## src/rtl/core/epf_pkg.sv

```systemverilog
// ----------------------------------------------------------------------------
// epf_pkg: shared types and constants for the Eulerian path finder
// Node and edge widths, sequencer step codes and the controller/datapath
// command and status bundles.
// ----------------------------------------------------------------------------
`default_nettype none

package epf_pkg;

  localparam int unsigned NODE_W    = 6;   // node index width
  localparam int unsigned EDGE_W    = 6;   // edge index width
  localparam int unsigned LINK_W    = 7;   // edge link, top bit marks empty
  localparam int unsigned DIFF_W    = 7;   // signed out minus in degree
  localparam int unsigned CNT_W     = 7;   // counts up to the node count
  localparam int unsigned STEP_W    = 5;

  localparam logic [EDGE_W-1:0] MAX_EDGES = 6'd63;
  localparam logic [LINK_W-1:0] NO_EDGE   = 7'h7f;
  localparam logic [NODE_W-1:0] LAST_NODE = 6'd63;

  // Sequencer steps; the controller state and the datapath command share them.
  localparam logic [STEP_W-1:0] ST_IDLE      = 5'd0;
  localparam logic [STEP_W-1:0] ST_LD_A      = 5'd1;
  localparam logic [STEP_W-1:0] ST_LD_B      = 5'd2;
  localparam logic [STEP_W-1:0] ST_LD_C      = 5'd3;
  localparam logic [STEP_W-1:0] ST_SC_INIT   = 5'd4;
  localparam logic [STEP_W-1:0] ST_SC_RD     = 5'd5;
  localparam logic [STEP_W-1:0] ST_SC_EV     = 5'd6;
  localparam logic [STEP_W-1:0] ST_DECIDE    = 5'd7;
  localparam logic [STEP_W-1:0] ST_DFS_INIT  = 5'd8;
  localparam logic [STEP_W-1:0] ST_DFS_POP   = 5'd9;
  localparam logic [STEP_W-1:0] ST_DFS_TOP   = 5'd10;
  localparam logic [STEP_W-1:0] ST_DFS_E0    = 5'd11;
  localparam logic [STEP_W-1:0] ST_DFS_EDGE  = 5'd12;
  localparam logic [STEP_W-1:0] ST_DFS_VISIT = 5'd13;
  localparam logic [STEP_W-1:0] ST_CHK       = 5'd14;
  localparam logic [STEP_W-1:0] ST_WK_INIT   = 5'd15;
  localparam logic [STEP_W-1:0] ST_WK_TOP    = 5'd16;
  localparam logic [STEP_W-1:0] ST_WK_E      = 5'd17;
  localparam logic [STEP_W-1:0] ST_WK_POP    = 5'd18;
  localparam logic [STEP_W-1:0] ST_WK_PUSH   = 5'd19;
  localparam logic [STEP_W-1:0] ST_EM_RD     = 5'd20;
  localparam logic [STEP_W-1:0] ST_EM_WR     = 5'd21;
  localparam logic [STEP_W-1:0] ST_NOPATH    = 5'd22;
  localparam logic [STEP_W-1:0] ST_CLR       = 5'd23;

  typedef struct packed {
    logic [STEP_W-1:0] op;
    logic              in_take;
  } epf_cmd_t;

  typedef struct packed {
    logic edge_room;
    logic src_eq_dst;
    logic scan_last;
    logic dec_fail;
    logic dfs_sp_zero;
    logic dfs_e_empty;
    logic chk_fail;
    logic wk_empty;
    logic wk_sp_one;
    logic em_last;
    logic out_free;
  } epf_stat_t;

endpackage

`default_nettype wire

```

## src/rtl/core/epf_dpath.sv

```systemverilog
// ----------------------------------------------------------------------------
// epf_dpath: Eulerian path finder datapath
// Edge stores, per-node degree and link memories, DFS and walk stacks,
// circuit store and the result register.
// ----------------------------------------------------------------------------
`default_nettype none

module epf_dpath import epf_pkg::*; (
  input  wire logic              clk_i,
  input  wire logic              rst_ni,
  input  wire epf_cmd_t          cmd_i,
  input  wire logic [NODE_W-1:0] edge_source_i,
  input  wire logic [NODE_W-1:0] edge_target_i,
  input  wire logic              out_ready_i,
  output epf_stat_t              stat_o,
  output logic                   out_valid_o,
  output logic [NODE_W-1:0]      path_vertex_o,
  output logic                   path_end_o,
  output logic                   no_path_o
);

  localparam logic signed [DIFF_W-1:0] PLUS1  = 7'sd1;
  localparam logic signed [DIFF_W-1:0] MINUS1 = -7'sd1;

  // memories
  logic signed [DIFF_W-1:0] diff_mem [64];
  logic [LINK_W-1:0]        top_mem  [64];
  logic [NODE_W-1:0]        dest_mem [63];
  logic [LINK_W-1:0]        prev_mem [63];
  logic [NODE_W-1:0]        pend_mem [64];
  logic [NODE_W-1:0]        walk_mem [64];
  logic [NODE_W-1:0]        circ_mem [64];

  logic signed [DIFF_W-1:0] diff_rd_q;
  logic [LINK_W-1:0]        top_rd_q, prev_rd_q;
  logic [NODE_W-1:0]        dest_rd_q, pend_rd_q, walk_rd_q, circ_rd_q;

  // control and working registers
  logic [NODE_W-1:0] src_q, dst_q;
  logic [EDGE_W-1:0] cnt_q;
  logic [CNT_W-1:0]  num_src_q, reach_q;
  logic [63:0]       has_out_q, touched_q, visited_q;
  logic [NODE_W-1:0] i_q, ia_q, ib_q, first_q, start_q, v_q, cur_q, j_q;
  logic [1:0]        nodd_q;
  logic signed [DIFF_W-1:0] da_q, db_q;
  logic              found_q;
  logic [LINK_W-1:0] e_q;
  logic [CNT_W-1:0]  dsp_q, wsp_q, clen_q;
  logic              out_vld_q;
  logic [NODE_W-1:0] out_vtx_q;
  logic              out_end_q, out_nop_q;

  // combinational helpers
  logic signed [DIFF_W-1:0] diff_base, scan_d;
  logic [NODE_W-1:0]        diff_addr;
  logic                     cond_a, cond_b, out_free, out_load;
  logic [NODE_W-1:0]        start_sel;
  logic [LINK_W-1:0]        e_wk;
  logic [CNT_W-1:0]         dsp_m1, wsp_m1, wsp_m2;

  // memory port controls
  logic                     diff_we, diff_re;
  logic [NODE_W-1:0]        diff_wa, diff_ra;
  logic signed [DIFF_W-1:0] diff_wd;
  logic                     top_we, top_re;
  logic [NODE_W-1:0]        top_wa, top_ra;
  logic [LINK_W-1:0]        top_wd;
  logic                     edg_we, edg_re;
  logic [EDGE_W-1:0]        edg_ra;
  logic                     pend_we, pend_re;
  logic [NODE_W-1:0]        pend_wa, pend_wd;
  logic                     walk_we, walk_re;
  logic                     circ_we, circ_re;

  assign diff_addr = (cmd_i.op == ST_LD_B) ? src_q : dst_q;
  assign diff_base = touched_q[diff_addr] ? diff_rd_q : '0;
  assign scan_d    = touched_q[i_q] ? diff_rd_q : '0;
  assign cond_a    = (da_q == PLUS1) && (db_q == MINUS1);
  assign cond_b    = (da_q == MINUS1) && (db_q == PLUS1);
  assign start_sel = (nodd_q == 2'd2) ? (cond_a ? ia_q : ib_q)
                                      : (found_q ? first_q : '0);
  assign e_wk      = has_out_q[cur_q] ? top_rd_q : NO_EDGE;
  assign out_free  = !out_vld_q || out_ready_i;
  assign out_load  = ((cmd_i.op == ST_EM_WR) || (cmd_i.op == ST_NOPATH)) && out_free;
  assign dsp_m1    = dsp_q - 7'd1;
  assign wsp_m1    = wsp_q - 7'd1;
  assign wsp_m2    = wsp_q - 7'd2;

  always_comb begin
    stat_o.edge_room   = (cnt_q != MAX_EDGES);
    stat_o.src_eq_dst  = (src_q == dst_q);
    stat_o.scan_last   = (i_q == LAST_NODE);
    stat_o.dec_fail    = (nodd_q == 2'd3) || (nodd_q == 2'd1) ||
                         ((nodd_q == 2'd2) && !cond_a && !cond_b);
    stat_o.dfs_sp_zero = (dsp_q == '0);
    stat_o.dfs_e_empty = e_q[LINK_W-1];
    stat_o.chk_fail    = (reach_q != num_src_q);
    stat_o.wk_empty    = e_wk[LINK_W-1];
    stat_o.wk_sp_one   = (wsp_q == 7'd1);
    stat_o.em_last     = (j_q == '0);
    stat_o.out_free    = out_free;
  end

  always_comb begin
    diff_we = 1'b0; diff_wa = src_q; diff_wd = diff_base + PLUS1;
    diff_re = 1'b0; diff_ra = src_q;
    top_we  = 1'b0; top_wa  = src_q; top_wd  = {1'b0, cnt_q};
    top_re  = 1'b0; top_ra  = src_q;
    edg_we  = 1'b0; edg_re  = 1'b0; edg_ra = e_q[EDGE_W-1:0];
    pend_we = 1'b0; pend_wa = '0;   pend_wd = start_q; pend_re = 1'b0;
    walk_we = 1'b0; walk_re = 1'b0;
    circ_we = 1'b0; circ_re = 1'b0;
    unique case (cmd_i.op)
      ST_LD_A: begin
        diff_re = 1'b1;
        top_re  = 1'b1;
      end
      ST_LD_B: begin
        diff_we = !stat_o.src_eq_dst;
        diff_re = 1'b1;
        diff_ra = dst_q;
        top_we  = 1'b1;
        edg_we  = 1'b1;
      end
      ST_LD_C: begin
        diff_we = 1'b1;
        diff_wa = dst_q;
        diff_wd = diff_base + MINUS1;
      end
      ST_SC_RD: begin
        diff_re = 1'b1;
        diff_ra = i_q;
      end
      ST_DFS_INIT: pend_we = 1'b1;
      ST_DFS_POP:  pend_re = !stat_o.dfs_sp_zero;
      ST_DFS_TOP: begin
        top_re = 1'b1;
        top_ra = pend_rd_q;
      end
      ST_DFS_EDGE: edg_re = !e_q[LINK_W-1];
      ST_DFS_VISIT: begin
        pend_we = !visited_q[dest_rd_q];
        pend_wa = dsp_q[NODE_W-1:0];
        pend_wd = dest_rd_q;
      end
      ST_WK_TOP: begin
        top_re = 1'b1;
        top_ra = cur_q;
      end
      ST_WK_E: begin
        circ_we = e_wk[LINK_W-1];
        walk_re = e_wk[LINK_W-1] && !stat_o.wk_sp_one;
        edg_re  = !e_wk[LINK_W-1];
        edg_ra  = e_wk[EDGE_W-1:0];
      end
      ST_WK_PUSH: begin
        top_we  = 1'b1;
        top_wa  = cur_q;
        top_wd  = prev_rd_q;
        walk_we = 1'b1;
      end
      ST_EM_RD: circ_re = 1'b1;
      default: ;
    endcase
  end

  // memory arrays
  always_ff @(posedge clk_i) begin
    if (diff_we) diff_mem[diff_wa] <= diff_wd;
    if (diff_re) diff_rd_q <= diff_mem[diff_ra];
  end

  always_ff @(posedge clk_i) begin
    if (top_we) top_mem[top_wa] <= top_wd;
    if (top_re) top_rd_q <= top_mem[top_ra];
  end

  always_ff @(posedge clk_i) begin
    if (edg_we) begin
      dest_mem[cnt_q] <= dst_q;
      prev_mem[cnt_q] <= has_out_q[src_q] ? top_rd_q : NO_EDGE;
    end
    if (edg_re) begin
      dest_rd_q <= dest_mem[edg_ra];
      prev_rd_q <= prev_mem[edg_ra];
    end
  end

  always_ff @(posedge clk_i) begin
    if (pend_we) pend_mem[pend_wa] <= pend_wd;
    if (pend_re) pend_rd_q <= pend_mem[dsp_m1[NODE_W-1:0]];
  end

  always_ff @(posedge clk_i) begin
    if (walk_we) walk_mem[wsp_m1[NODE_W-1:0]] <= cur_q;
    if (walk_re) walk_rd_q <= walk_mem[wsp_m2[NODE_W-1:0]];
  end

  always_ff @(posedge clk_i) begin
    if (circ_we) circ_mem[clen_q[NODE_W-1:0]] <= cur_q;
    if (circ_re) circ_rd_q <= circ_mem[j_q];
  end

  // working registers
  always_ff @(posedge clk_i or negedge rst_ni) begin
    if (!rst_ni) begin
      src_q <= '0; dst_q <= '0; cnt_q <= '0;
      num_src_q <= '0; reach_q <= '0;
      has_out_q <= '0; touched_q <= '0; visited_q <= '0;
      i_q <= '0; ia_q <= '0; ib_q <= '0; first_q <= '0; start_q <= '0;
      v_q <= '0; cur_q <= '0; j_q <= '0;
      nodd_q <= '0; da_q <= '0; db_q <= '0; found_q <= 1'b0;
      e_q <= NO_EDGE; dsp_q <= '0; wsp_q <= '0; clen_q <= '0;
      out_vld_q <= 1'b0; out_vtx_q <= '0; out_end_q <= 1'b0; out_nop_q <= 1'b0;
    end else begin
      if (out_load)         out_vld_q <= 1'b1;
      else if (out_ready_i) out_vld_q <= 1'b0;
      if (cmd_i.in_take) begin
        src_q <= edge_source_i;
        dst_q <= edge_target_i;
      end
      unique case (cmd_i.op)
        ST_LD_B: begin
          has_out_q[src_q] <= 1'b1;
          if (!has_out_q[src_q]) num_src_q <= num_src_q + 7'd1;
          if (!stat_o.src_eq_dst) touched_q[src_q] <= 1'b1;
          cnt_q <= cnt_q + 6'd1;
        end
        ST_LD_C: touched_q[dst_q] <= 1'b1;
        ST_SC_INIT: begin
          i_q <= '0; nodd_q <= '0; found_q <= 1'b0; first_q <= '0;
        end
        ST_SC_EV: begin
          if (scan_d != '0) begin
            unique case (nodd_q)
              2'd0: begin ia_q <= i_q; da_q <= scan_d; nodd_q <= 2'd1; end
              2'd1: begin ib_q <= i_q; db_q <= scan_d; nodd_q <= 2'd2; end
              default: nodd_q <= 2'd3;
            endcase
          end
          if (has_out_q[i_q] && !found_q) begin
            first_q <= i_q;
            found_q <= 1'b1;
          end
          i_q <= i_q + 6'd1;
        end
        ST_DECIDE: start_q <= start_sel;
        ST_DFS_INIT: begin
          visited_q[start_q] <= 1'b1;
          dsp_q   <= 7'd1;
          reach_q <= {6'd0, has_out_q[start_q]};
        end
        ST_DFS_POP: if (!stat_o.dfs_sp_zero) dsp_q <= dsp_m1;
        ST_DFS_TOP: v_q <= pend_rd_q;
        ST_DFS_E0:  e_q <= has_out_q[v_q] ? top_rd_q : NO_EDGE;
        ST_DFS_VISIT: begin
          if (!visited_q[dest_rd_q]) begin
            visited_q[dest_rd_q] <= 1'b1;
            dsp_q   <= dsp_q + 7'd1;
            reach_q <= reach_q + {6'd0, has_out_q[dest_rd_q]};
          end
          e_q <= prev_rd_q;
        end
        ST_WK_INIT: begin
          cur_q <= start_q; wsp_q <= 7'd1; clen_q <= '0;
        end
        ST_WK_E: if (e_wk[LINK_W-1]) begin
          clen_q <= clen_q + 7'd1;
          wsp_q  <= wsp_m1;
          j_q    <= clen_q[NODE_W-1:0];
        end
        ST_WK_POP: cur_q <= walk_rd_q;
        ST_WK_PUSH: begin
          cur_q <= dest_rd_q;
          wsp_q <= wsp_q + 7'd1;
        end
        ST_EM_WR: if (out_free) begin
          out_vtx_q <= circ_rd_q;
          out_end_q <= (j_q == '0);
          out_nop_q <= 1'b0;
          if (j_q != '0) j_q <= j_q - 6'd1;
        end
        ST_NOPATH: if (out_free) begin
          out_vtx_q <= '0;
          out_end_q <= 1'b1;
          out_nop_q <= 1'b1;
        end
        ST_CLR: begin
          has_out_q <= '0; touched_q <= '0; visited_q <= '0;
          cnt_q <= '0; num_src_q <= '0;
        end
        default: ;
      endcase
    end
  end

  assign out_valid_o   = out_vld_q;
  assign path_vertex_o = out_vtx_q;
  assign path_end_o    = out_end_q;
  assign no_path_o     = out_nop_q;

endmodule

`default_nettype wire

```

## src/rtl/core/epf_ctrl.sv

```systemverilog
// ----------------------------------------------------------------------------
// epf_ctrl: Eulerian path finder sequencer
// Steps through edge loading, degree scan, reachability search, stack walk,
// result emission and store clearing.
// ----------------------------------------------------------------------------
`default_nettype none

module epf_ctrl import epf_pkg::*; (
  input  wire logic      clk_i,
  input  wire logic      rst_ni,
  input  wire logic      in_valid_i,
  input  wire logic      edge_present_i,
  input  wire logic      final_edge_i,
  input  wire epf_stat_t stat_i,
  output logic           in_ready_o,
  output epf_cmd_t       cmd_o
);

  logic [STEP_W-1:0] state_q, state_d;
  logic              final_q;
  logic              take;

  assign in_ready_o    = (state_q == ST_IDLE);
  assign take          = in_valid_i && in_ready_o;
  assign cmd_o.op      = state_q;
  assign cmd_o.in_take = take;

  always_comb begin
    state_d = state_q;
    unique case (state_q)
      ST_IDLE: begin
        if (take) begin
          if (edge_present_i && stat_i.edge_room) state_d = ST_LD_A;
          else if (final_edge_i)                  state_d = ST_SC_INIT;
        end
      end
      ST_LD_A: state_d = ST_LD_B;
      ST_LD_B: begin
        if (!stat_i.src_eq_dst) state_d = ST_LD_C;
        else                    state_d = final_q ? ST_SC_INIT : ST_IDLE;
      end
      ST_LD_C:      state_d = final_q ? ST_SC_INIT : ST_IDLE;
      ST_SC_INIT:   state_d = ST_SC_RD;
      ST_SC_RD:     state_d = ST_SC_EV;
      ST_SC_EV:     state_d = stat_i.scan_last ? ST_DECIDE : ST_SC_RD;
      ST_DECIDE:    state_d = stat_i.dec_fail ? ST_NOPATH : ST_DFS_INIT;
      ST_DFS_INIT:  state_d = ST_DFS_POP;
      ST_DFS_POP:   state_d = stat_i.dfs_sp_zero ? ST_CHK : ST_DFS_TOP;
      ST_DFS_TOP:   state_d = ST_DFS_E0;
      ST_DFS_E0:    state_d = ST_DFS_EDGE;
      ST_DFS_EDGE:  state_d = stat_i.dfs_e_empty ? ST_DFS_POP : ST_DFS_VISIT;
      ST_DFS_VISIT: state_d = ST_DFS_EDGE;
      ST_CHK:       state_d = stat_i.chk_fail ? ST_NOPATH : ST_WK_INIT;
      ST_WK_INIT:   state_d = ST_WK_TOP;
      ST_WK_TOP:    state_d = ST_WK_E;
      ST_WK_E: begin
        if (!stat_i.wk_empty)      state_d = ST_WK_PUSH;
        else if (stat_i.wk_sp_one) state_d = ST_EM_RD;
        else                       state_d = ST_WK_POP;
      end
      ST_WK_POP:  state_d = ST_WK_TOP;
      ST_WK_PUSH: state_d = ST_WK_TOP;
      ST_EM_RD:   state_d = ST_EM_WR;
      ST_EM_WR: begin
        if (stat_i.out_free) state_d = stat_i.em_last ? ST_CLR : ST_EM_RD;
      end
      ST_NOPATH: if (stat_i.out_free) state_d = ST_CLR;
      ST_CLR:    state_d = ST_IDLE;
      default:   state_d = ST_IDLE;
    endcase
  end

  always_ff @(posedge clk_i or negedge rst_ni) begin
    if (!rst_ni) begin
      state_q <= ST_IDLE;
      final_q <= 1'b0;
    end else begin
      state_q <= state_d;
      if (take) final_q <= final_edge_i;
    end
  end

endmodule

`default_nettype wire

```

## src/rtl/core/eulerian_path_finder_unit.sv

```systemverilog
// ----------------------------------------------------------------------------
// eulerian_path_finder_unit: directed-graph Eulerian path search
// Loads edges one per transfer, then searches and emits the path or no_path.
// ----------------------------------------------------------------------------
// Each input transfer may carry one directed edge (up to 63 per graph; later
// ones are dropped). An edge transfer occupies the block for a read step and
// one degree-memory write each for source and target (none for a self-loop),
// bounded by the single write port of the degree memory. The transfer
// flagged final_edge starts the search: a degree scan (one setup step, then
// one memory read and one evaluate per node), a reachability search, a stack
// walk, then the results, each read from the circuit store and held in the
// output register while the output side stalls. Results are the path
// vertices in forward order with path_end on the last, or a single no_path
// result. A final clear step restores all stores; no new transfer is taken
// until then, but the last result may still wait in the output register
// while the next graph loads.
// ----------------------------------------------------------------------------
`default_nettype none

module eulerian_path_finder_unit import epf_pkg::*; (
  input  wire logic              clk_i,
  input  wire logic              rst_ni,
  input  wire logic              in_valid_i,
  output logic                   in_ready_o,
  input  wire logic [NODE_W-1:0] edge_source_i,
  input  wire logic [NODE_W-1:0] edge_target_i,
  input  wire logic              edge_present_i,
  input  wire logic              final_edge_i,
  output logic                   out_valid_o,
  input  wire logic              out_ready_i,
  output logic [NODE_W-1:0]      path_vertex_o,
  output logic                   path_end_o,
  output logic                   no_path_o
);

  epf_cmd_t  cmd;
  epf_stat_t stat;

  // sequencer: owns the step and the input handshake
  epf_ctrl u_ctrl (
    .clk_i          (clk_i),
    .rst_ni         (rst_ni),
    .in_valid_i     (in_valid_i),
    .edge_present_i (edge_present_i),
    .final_edge_i   (final_edge_i),
    .stat_i         (stat),
    .in_ready_o     (in_ready_o),
    .cmd_o          (cmd)
  );

  // datapath: memories, stacks and the result register
  epf_dpath u_dpath (
    .clk_i         (clk_i),
    .rst_ni        (rst_ni),
    .cmd_i         (cmd),
    .edge_source_i (edge_source_i),
    .edge_target_i (edge_target_i),
    .out_ready_i   (out_ready_i),
    .stat_o        (stat),
    .out_valid_o   (out_valid_o),
    .path_vertex_o (path_vertex_o),
    .path_end_o    (path_end_o),
    .no_path_o     (no_path_o)
  );

endmodule

`default_nettype wire

```

## config.mk

```make
export PLATFORM = sky130hd
export DESIGN_NAME = eulerian_path_finder_unit
export DESIGN_NICKNAME = d
export VERILOG_FILES = /design/src/rtl/core/epf_pkg.sv /design/src/rtl/core/epf_dpath.sv /design/src/rtl/core/epf_ctrl.sv /design/src/rtl/core/eulerian_path_finder_unit.sv
export SDC_FILE = /design/constraint.sdc
export NUM_CORES = 2
export LEC_CHECK = 0
export BUFFER_PORTS_ARGS = -buffer_cell sky130_fd_sc_hd__buf_2
export CORE_MARGIN = 3
export CORE_UTILIZATION = 55
export CTS_CLUSTER_DIAMETER = 30
export DETAILED_ROUTE_END_ITERATION = 10
export PLACE_DENSITY = 0.7
export SYNTH_ARGS = -nofsm -noshare
export SYNTH_HDL_FRONTEND = slang
export SYNTH_HIERARCHICAL = 1
export SYNTH_SLANG_ARGS = --single-unit
```

## constraint.sdc

```tcl
create_clock -name clk_i -period 10.6 [get_ports clk_i]
set_input_delay 0.53 -clock clk_i [delete_from_list [all_inputs] [get_ports clk_i]]
set_output_delay 0.53 -clock clk_i [all_outputs]
set_load 0.05 [all_outputs]
```

==> metrics.yaml <==
die:
  num_io_pins: 28
  start_util_pct: 55.4
  die_w_microns: 504
  rows: 182
  fp.coreArea_sq_um: 246000
  die_y_microns: 504
  die-area_sq_um: 254000
sta:
  slew_violations: 0
  hold_viol_final: 0
  fmax_mhz: 130
  worstMarginPinSlew_ns: 1.34
  hold_ws_ns: 0.180
  finalSetupViolCount: 0
  fin_crit_sh_pct: 72.8
  relSlewSlack_pct: 10.1
  clock_skew_ns: 0.0979
  rsz0062_at_grt: "no"
  setup-tns-final_ns: 0
  layout_min_cycle_time_ns: 7.71
power:
  p_leak_nw: 50.2
  seqPwrFrac_pct: 43.2
  power_mw: 31.9
  ir_drop_mv: 0.200
  p_int_mw: 25.6
  powerDensity_nw_per_um2: 200
  pwr-share-clk_pct: 56.7
  power_switching_share_pct: 19.8
  comb_power_share_pct: 0.1
  power.net_switching_mw: 6.30
detailed_routing:
  drc_errors: 0
  via_per_inst: 6.59
  antenna_left: 0
  wl_per_cell_microns: 27.7
  drt_iter0_drc: 11500
  firstDrtPassIters: 8
  num_vias: 86700
  routed_wl_microns: 365000
status:
  status: "completed"
clock_tree:
  clk_pin_slew_ns: 0.05
  cts_root_buf: "clkbuf_16"
  worst_skew_pair.late_latency_ns: 1.00
  clockBufferDepth: 4
  cts_made_buffers: 573
  clkSinkCount: 3243
  cts_resized: 0
  tritoncts: "done"
  cts_max_level: 6
setup_path:
  r2r-start: "u_ctrl/state_q[1]"
  arrival_ns: 8.35
  required_ns: 11.24
  crit_path_start_kind: "flop"
  crit_type: "reg2reg"
  endpoint_kind: "flop"
  startpoint: "u_ctrl/state_q[1]"
  crit_fanout: 64
global_routing:
  overflow: 0
  antenna_found_initial: 12
  track_usage_pct: 28.2
  grt_pass1_wl_microns: 547000
  grt_max_degree: 225
  grt_pass1_vias: 84900
cells_and_area:
  drive_above_1_share_pct: 18.0
  n_fill_cell: 16800
  nNetsFinal: 9421
  areaGrowthSynthToFinish_pct: 16.7
  fin_area_sq_um: 159000
  final_common_cell: "edfxtp_1"
  final_cell_mix: "edfxtp_1 (2912), nand2_1 (1212), nor2_1 (758), clkbuf_16 (590), mux4_2 (452)"
  instances_no_fill: 13100
placed_design:
  gp_congestion: 0.938
  hpwl_microns: 208000
  dp_cells: 12100
  io_buffers: 27
  dpl-instance-area_sq_um: 140000
logic_synthesis:
  ys_warn_count: 6
  yosysTopAreaCell: "edfxtp_1"
  yosysUniqueCellTypes: 90
  synth-seq-cells: 3243
  avgSynthCellArea_sq_um: 14.7
  netlist.area_leader.share_pct: 64.0
  synth_edf_count: 2912
  yosysSeqAreaShare_pct: 70.1
  syn_nets: 9305
  synth.cell_area_sq_um: 137000
  synthArstFlopShare_pct: 10.2
  synth_flop_cell: "edfxtp_1"
  synth_area_leaders: "edfxtp_1 (64%), mux4_2 (7.5%), dfrtp_1 (5.9%), nand2_1 (3.4%), nor2_1 (2.1%)"
  synth_cells: 9265
run:
  max_cap_violations: 0
min_path:
  hold_path_class: "in2async"
-- synthesized netlist by cell type, types with 33 or more instances --
cell type / instances
a2111oi_0: 92
a211oi_1: 229
a21oi_1: 335
a22oi_1: 56
a311oi_1: 148
a31oi_1: 191
a32oi_1: 44
and2_1: 144
and3_1: 92
buf_1: 88
buf_2: 60
clkbuf_1: 513
dfrtp_1: 324
edfxtp_1: 2912
inv_1: 53
mux2_2: 66
mux2i_1: 144
mux4_2: 452
nand2_1: 1228
nand3_1: 268
nand4_1: 77
nor2_1: 766
nor2b_1: 33
nor3_1: 48
nor4_1: 37
o2111ai_1: 58
o21ai_0: 112
o22ai_1: 98
o31a_1: 142
-- kinds of logic after synthesis --
logic type                 share of synthesized area, %
AOI/OAI and AO/OA                                  8.90
xor gates and xnor gates                          0.327
adders and majority gates                         0.207
buffers and inverters                              2.19
DFF                                                70.1
muxes                                              9.08
and+or+nand+nor                                    9.18
-- routing by layer --
metal	global-route usage [%]	wire length [microns]	share of wire [%]
met1	39.5	141000	39
met2	43.7	172000	47
met3	6.16	37400	10
met4	10.8	14500	4.0
met5	0	13	0.0036
-- worst max-delay path: stages, from the launching register on --
cell and delay, ns:
dfrtp_1 1.01, nor2b_1 0.70, nand3_1 0.72, nand2_1 0.84, a211oi_1 0.20, a311oi_1 0.36
a21oi_1 0.07, and3_1 0.21, a211oi_1 0.91, nand2_1 0.25, fa_1 0.53, nor2b_1 0.15
o21ai_0 0.11, nand2b_1 0.22, a21o_1 0.15, a21oi_1 0.07, xnor2_1 0.23, xnor2_2 0.14
buf_4 0.51
-- flip-flops by register name (all words and copies together) (netlist names), 64 cells and up --
name               count
u_dpath/diff_mem     448
u_dpath/top_mem      448
u_dpath/prev_mem     441
u_dpath/circ_mem     384
u_dpath/pend_mem     384
u_dpath/walk_mem     384
u_dpath/dest_mem     378
u_dpath/has_out_q     64
u_dpath/touched_q     64
u_dpath/visited_q     64
-- per-stage QoR --
step / setup WS (ns) / utilization (%)
detailed placement: 3.11 / 56.8
floorplan: 2.86 / -
CTS: 3.13 / 64.7
finish: 2.89 / 64.7
global placement: 3.31 / 56.8
global route: 2.33 / 64.7
-- area by class of cell --
class | instances | area [sq um] | area share [%]
diodes | 5 | 12.5 | 0.00785
repair buffers | 229 | 1770 | 1.11
flip-flops and latches | 3243 | 95800 | 60.1
inverters | 55 | 206 | 0.130
multi-input cells | 5279 | 38300 | 24.0
clock inverters | 364 | 3990 | 2.51
clock buffers | 662 | 15200 | 9.52
well taps | 3312 | 4140 | 2.60
-- timing repair --
| item | 4_1_cts | 5_1_grt |
|---|---|---|
| hold buffers | 14 | 0 |
| hold endpoints to repair | 95 | 0 |
| setup buffers | 0 | 0 |
-- final timing paths --
kind	end	slack [ns]	cells past startpoint
max	u_dpath/diff_mem[25][6]	2.89	18
min	u_dpath/dst_q[5]	0.18	2
max reg2reg	u_dpath/diff_mem[25][6]	2.89	18
min reg2reg	u_dpath/ib_q[1]	0.48	2
max in group asynchronous	u_dpath/dst_q[3]	8.59	3
min in group clk_i	u_ctrl/state_q[0]	0.27	5
-- power groups by stage --
stage	clock network, mW	registers (mW)	logic (mW)
floorplan	0	14.0	0.000409
global placement	0	14.0	0.0350
detailed placement	0	14.0	0.0361
CTS	18.3	13.8	0.0415
global route	18.9	13.7	0.0442
finish	18.1	13.8	0.0391
Power figures use the tool's default switching activity.
